### src/hdl/rau_pkg.sv
// Package for the rational arithmetic unit: widths, action codes, sequencer states and divider control.
// No dependencies.
`timescale 1ns / 1ps
`default_nettype none
package rau_pkg;
  localparam int OperandWidth = 32;
  localparam int WideWidth    = 64;
  localparam int CountWidth   = 7;

  typedef enum logic [2:0] {
    ACT_ADD = 3'd0,
    ACT_SUB = 3'd1,
    ACT_MUL = 3'd2,
    ACT_DIV = 3'd3,
    ACT_RED = 3'd4
  } action_t;

  typedef enum logic [3:0] {
    ST_IDLE,
    ST_MUL1,
    ST_MUL2,
    ST_MUL3,
    ST_COMB,
    ST_CHECK,
    ST_GSHIFT,
    ST_GODD,
    ST_GLOOP,
    ST_DIVN,
    ST_DIVD,
    ST_DONE
  } state_t;

  typedef struct packed {
    logic start;
    logic busy;
  } div_ctl_t;
endpackage
`default_nettype wire

### src/hdl/rau_divider.sv
// Restoring 64-bit unsigned divider, one quotient bit per cycle.
// Depends on rau_pkg.
`timescale 1ns / 1ps
`default_nettype none
module rau_divider (
  input  wire logic                         clk,
  input  wire logic                         rst,
  input  wire logic                         start,
  input  wire logic [rau_pkg::WideWidth-1:0] dividend,
  input  wire logic [rau_pkg::WideWidth-1:0] divisor,
  output rau_pkg::div_ctl_t                 ctl,
  output logic [rau_pkg::WideWidth-1:0]     quotient
);
  import rau_pkg::*;

  logic [WideWidth-1:0]  rem;
  logic [WideWidth-1:0]  dvs;
  logic [CountWidth-1:0] count;
  logic                  busy;
  logic [WideWidth:0]    trial;

  assign trial = {rem, quotient[WideWidth-1]} - {1'b0, dvs};

  always_ff @(posedge clk) begin
    if (rst) begin
      busy  <= 1'b0;
      count <= '0;
    end else if (start) begin
      busy     <= 1'b1;
      count    <= CountWidth'(WideWidth);
      rem      <= '0;
      quotient <= dividend;
      dvs      <= divisor;
    end else if (busy) begin
      // The quotient register doubles as the dividend shift register.
      if (!trial[WideWidth]) begin
        rem      <= trial[WideWidth-1:0];
        quotient <= {quotient[WideWidth-2:0], 1'b1};
      end else begin
        rem      <= {rem[WideWidth-2:0], quotient[WideWidth-1]};
        quotient <= {quotient[WideWidth-2:0], 1'b0};
      end
      count <= count - 1'b1;
      if (count == CountWidth'(1)) busy <= 1'b0;
    end
  end

  assign ctl = {start, busy};
endmodule
`default_nettype wire
### config.mk
export PLATFORM = sky130hd
export DESIGN_NAME = rau_divider
export DESIGN_NICKNAME = d
export VERILOG_FILES = /design/src/hdl/rau_pkg.sv /design/src/hdl/rau_divider.sv
export SDC_FILE = /design/constraint.sdc
export NUM_CORES = 1
export LEC_CHECK = 0
export BUFFER_PORTS_ARGS = -buffer_cell sky130_fd_sc_hd__buf_4
export CAP_MARGIN = 0
export CORE_UTILIZATION = 30
export DETAILED_ROUTE_END_ITERATION = 10
export HOLD_SLACK_MARGIN = 0.06
export SLEW_MARGIN = 20
export SYNTH_ARGS = -nofsm -noshare
export SYNTH_HDL_FRONTEND = slang
export SYNTH_SLANG_ARGS = --single-unit
### constraint.sdc
create_clock -name clk -period 9.06 [get_ports clk]
set_input_delay 2.718 -clock clk [delete_from_list [all_inputs] [get_ports clk]]
set_output_delay 2.718 -clock clk [all_outputs]
set_load 0.05 [all_outputs]
==> out/qor.yml <==
sta:
  fin_ws_ns: 2.60
  maxSlewViolCount: 0
  rsz0062_at_grt: "no"
  clock_skew_ns: 0.0127
  clock.fmax_mhz: 155
  final_hold_viol_count: 0
  fin_crit_sh: 0.713
  tns_ns: 0
  slew_headroom: 0.372
  worst_pin_slew_ns: 0.942
  fin_crit_ns: 6.46
  setup_violations: 0
  timing.hold.ws_ns: 0.499
hold_path:
  min_to: "count[1]"
  min-delay-start: "count[1]"
  min_delay_path_depth: 2
  hold_class: "reg -> reg"
routing:
  dr.pass1.iters: 5
  viasPerCell: 4.98
  via_count: 8911
  ant_nets: 0
  drt_iter0_markers: 592
  drc: 0
  routed_wl_um: 30300
  wl_per_cell_um: 16.9
synth:
  synthSimpleGateAreaFrac: 0.100
  synth_area_sq_um: 12000
  synth_compound_area_frac: 0.154
  synthMuxAreaShare: 0.0862
  synth_async_sr_flop_share: 0
  yosysWarningCount: 0
  synth_top_area_cell: "edfxtp_1"
  synth-edff-count: 192
  synth_fp_nets: 1291
  synthAdderAreaFrac: 0.0707
  yosys-top-cells-area: "edfxtp_1 (48%), ha_1 (6.9%), mux2_2 (6.0%)"
  synth-seq-cells: 200
  synth_top_area_frac: 0.482
  synth_top_family_by_area: "compound AO/OA/AOI/OAI gates"
  synth_xor_xnor_area_share: 0.0469
  synth_cell_types: 71
  postSynthAreaPerCell_sq_um: 10.9
  synthFlopType: "edfxtp_1"
  netlist_instances: 1093
  seq_area_frac_synth: 0.496
worst_setup_path:
  worst_setup_path_start_kind: "input pin"
  end_kind: "output port"
  critPathMaxStageDelay_ns: 0.68
  arrival_ns: 3.74
  critPathSlowestCell: "buf_4"
  reg2reg_depth: 14
  critPathBufInv: 2
  regToRegSetupSlack_ns: 3.80
  worstReg2RegStart: "quotient[63]"
  cp_max_fo: 82
  crit_type: "in -> out"
  crit_required_ns: 6.34
  regToRegEndpoint: "rem[15]"
  path_delay_family: "buffers and inverters"
  crit_top_cell: "buf_4"
  crit_chain: "buf_4, buf_4"
finish:
  final_core_util: 0.371
  diodes: 0
  nets: 1457
  fillerInstances: 3850
  final_cell_mix: "buf_4 (201), edfxtp_1 (192), nor2_1 (99)"
  drive_gt1_frac: 0.252
  area_growth_pct: 21.1
  final_common_cell: "buf_4"
global_routing:
  overflow: 0
  grt_pass1_wl_um: 48100
  grt_start_max_net_pins: 83
  grt_pass1_vias: 8980
  antenna_found_initial: 0
  grt_usage: 0.151
placed_design:
  io_buffers: 196
  gp_congestion: 0.855
  hpwl_um: 22200
  dp_slack_ns: 2.54
floorplanning:
  num_rows: 72
  dieArea_sq_um: 40700
  fp.dieH_um: 202
  ioPinCount: 197
  dieWidth_um: 202
  core_sq_um: 39000
  initial_core_util: 0.307
cts:
  cts_tree: "done"
  cts_max_level: 4
  hold_buffers: 0
  cts_buffer_depth: 2
  cts_sinks: 200
  post_cts_buffers: 0
  cts_resized: 0
  root_buffer: "clkbuf_16"
  cts_buffers: 17
  clk_latency_ns: 0.46
  path_clk_slew_ns: 0.07
power:
  p_leak_nw: 5.83
  power_w: 0.00281
  power-per-cell-area_nw_per_um2: 194
  vdd_drop_max_v: 0.000130
status:
  status: "complete, no violations"
job:
  maxCapViolCount: 0
per-stage QoR:
stage	area, sq um	cells
detailed placement	13900	1758
CTS	14500	1790
global route	14500	1790
finish	14500	1790
global placement	13900	1758
floorplan	12000	1093
cells by family (layout without fill, tap and decap cells):
| logic type | count (synthesis) | count (layout) |
|---|---|---|
| buffers and inverters | 135 | 314 |
| adder cells (fa/ha/maj) | 67 | 67 |
| flip-flops | 200 | 200 |
| XOR/XNOR | 64 | 64 |
| multiplexers | 95 | 95 |
| AO/OA/AOI/OAI | 280 | 280 |
| AND/OR/NAND/NOR | 252 | 252 |
tightest hold or removal path, delay by kind of cell, from the launching register on:
kind	cells	cell delay (ns)
compound gates	1	0.05
flops	1	0.33
simple gates	1	0.08
sequential cells by signal, indices dropped and copies added, names as in the netlist:
signal	flops
rem	64
dvs	64
quotient	64
busy	1
count	7
synthesized netlist by cell type (6+ instances only):
master      n
inv_1      81
a21o_1     31
nand3_1    13
and3_1      8
edfxtp_1  192
nand2_1    56
nand4_1    18
mux2i_1    31
clkbuf_1   40
a21oi_1    87
a211oi_1   19
buf_2       7
o21ai_0    63
a31oi_1     7
dfxtp_1     8
nor2b_1     6
nor3_1      8
xnor2_1    40
nand2b_1   14
o21bai_1   10
ha_1       66
xor2_1     24
o22ai_1     6
mux2_2     64
nor2_1    100
how the worst max path moves through the flow:
stage,slack [ns],endpoint,cells past startpoint,start
global placement,2.54,ctl[1],2,start
finish,2.60,ctl[1],2,start
floorplan,1.95,quotient[0],4,start
global route,2.49,ctl[1],2,start
CTS,2.54,ctl[1],2,start
detailed placement,2.54,ctl[1],2,start
report_power, final:
part           internal [W]  total [W]  leakage, nW  switching (W)
combinational      0.000343   0.000855         3.64       0.000512
clock              0.000418   0.000802        0.289       0.000383
sequential          0.00112    0.00116         1.90      0.0000411
total               0.00188    0.00281         5.83       0.000937
final cells by class:
cell class	instances	area, sq um	share of cell area
clock buffer	17	425	0.0294
clock inverter	15	188	0.0130
inverter	81	304	0.0210
multi-input combinational	758	5490	0.379
sequential	200	5930	0.409
tap	518	648	0.0447
timing repair buffer	201	1510	0.104
per-layer routing:
metal,part of all wire,track usage
met5,0,0
met4,0.013,0.0395
met3,0.082,0.0557
met2,0.46,0.238
met1,0.45,0.193
No activity file was read; power rests on OpenSTA's default activity.
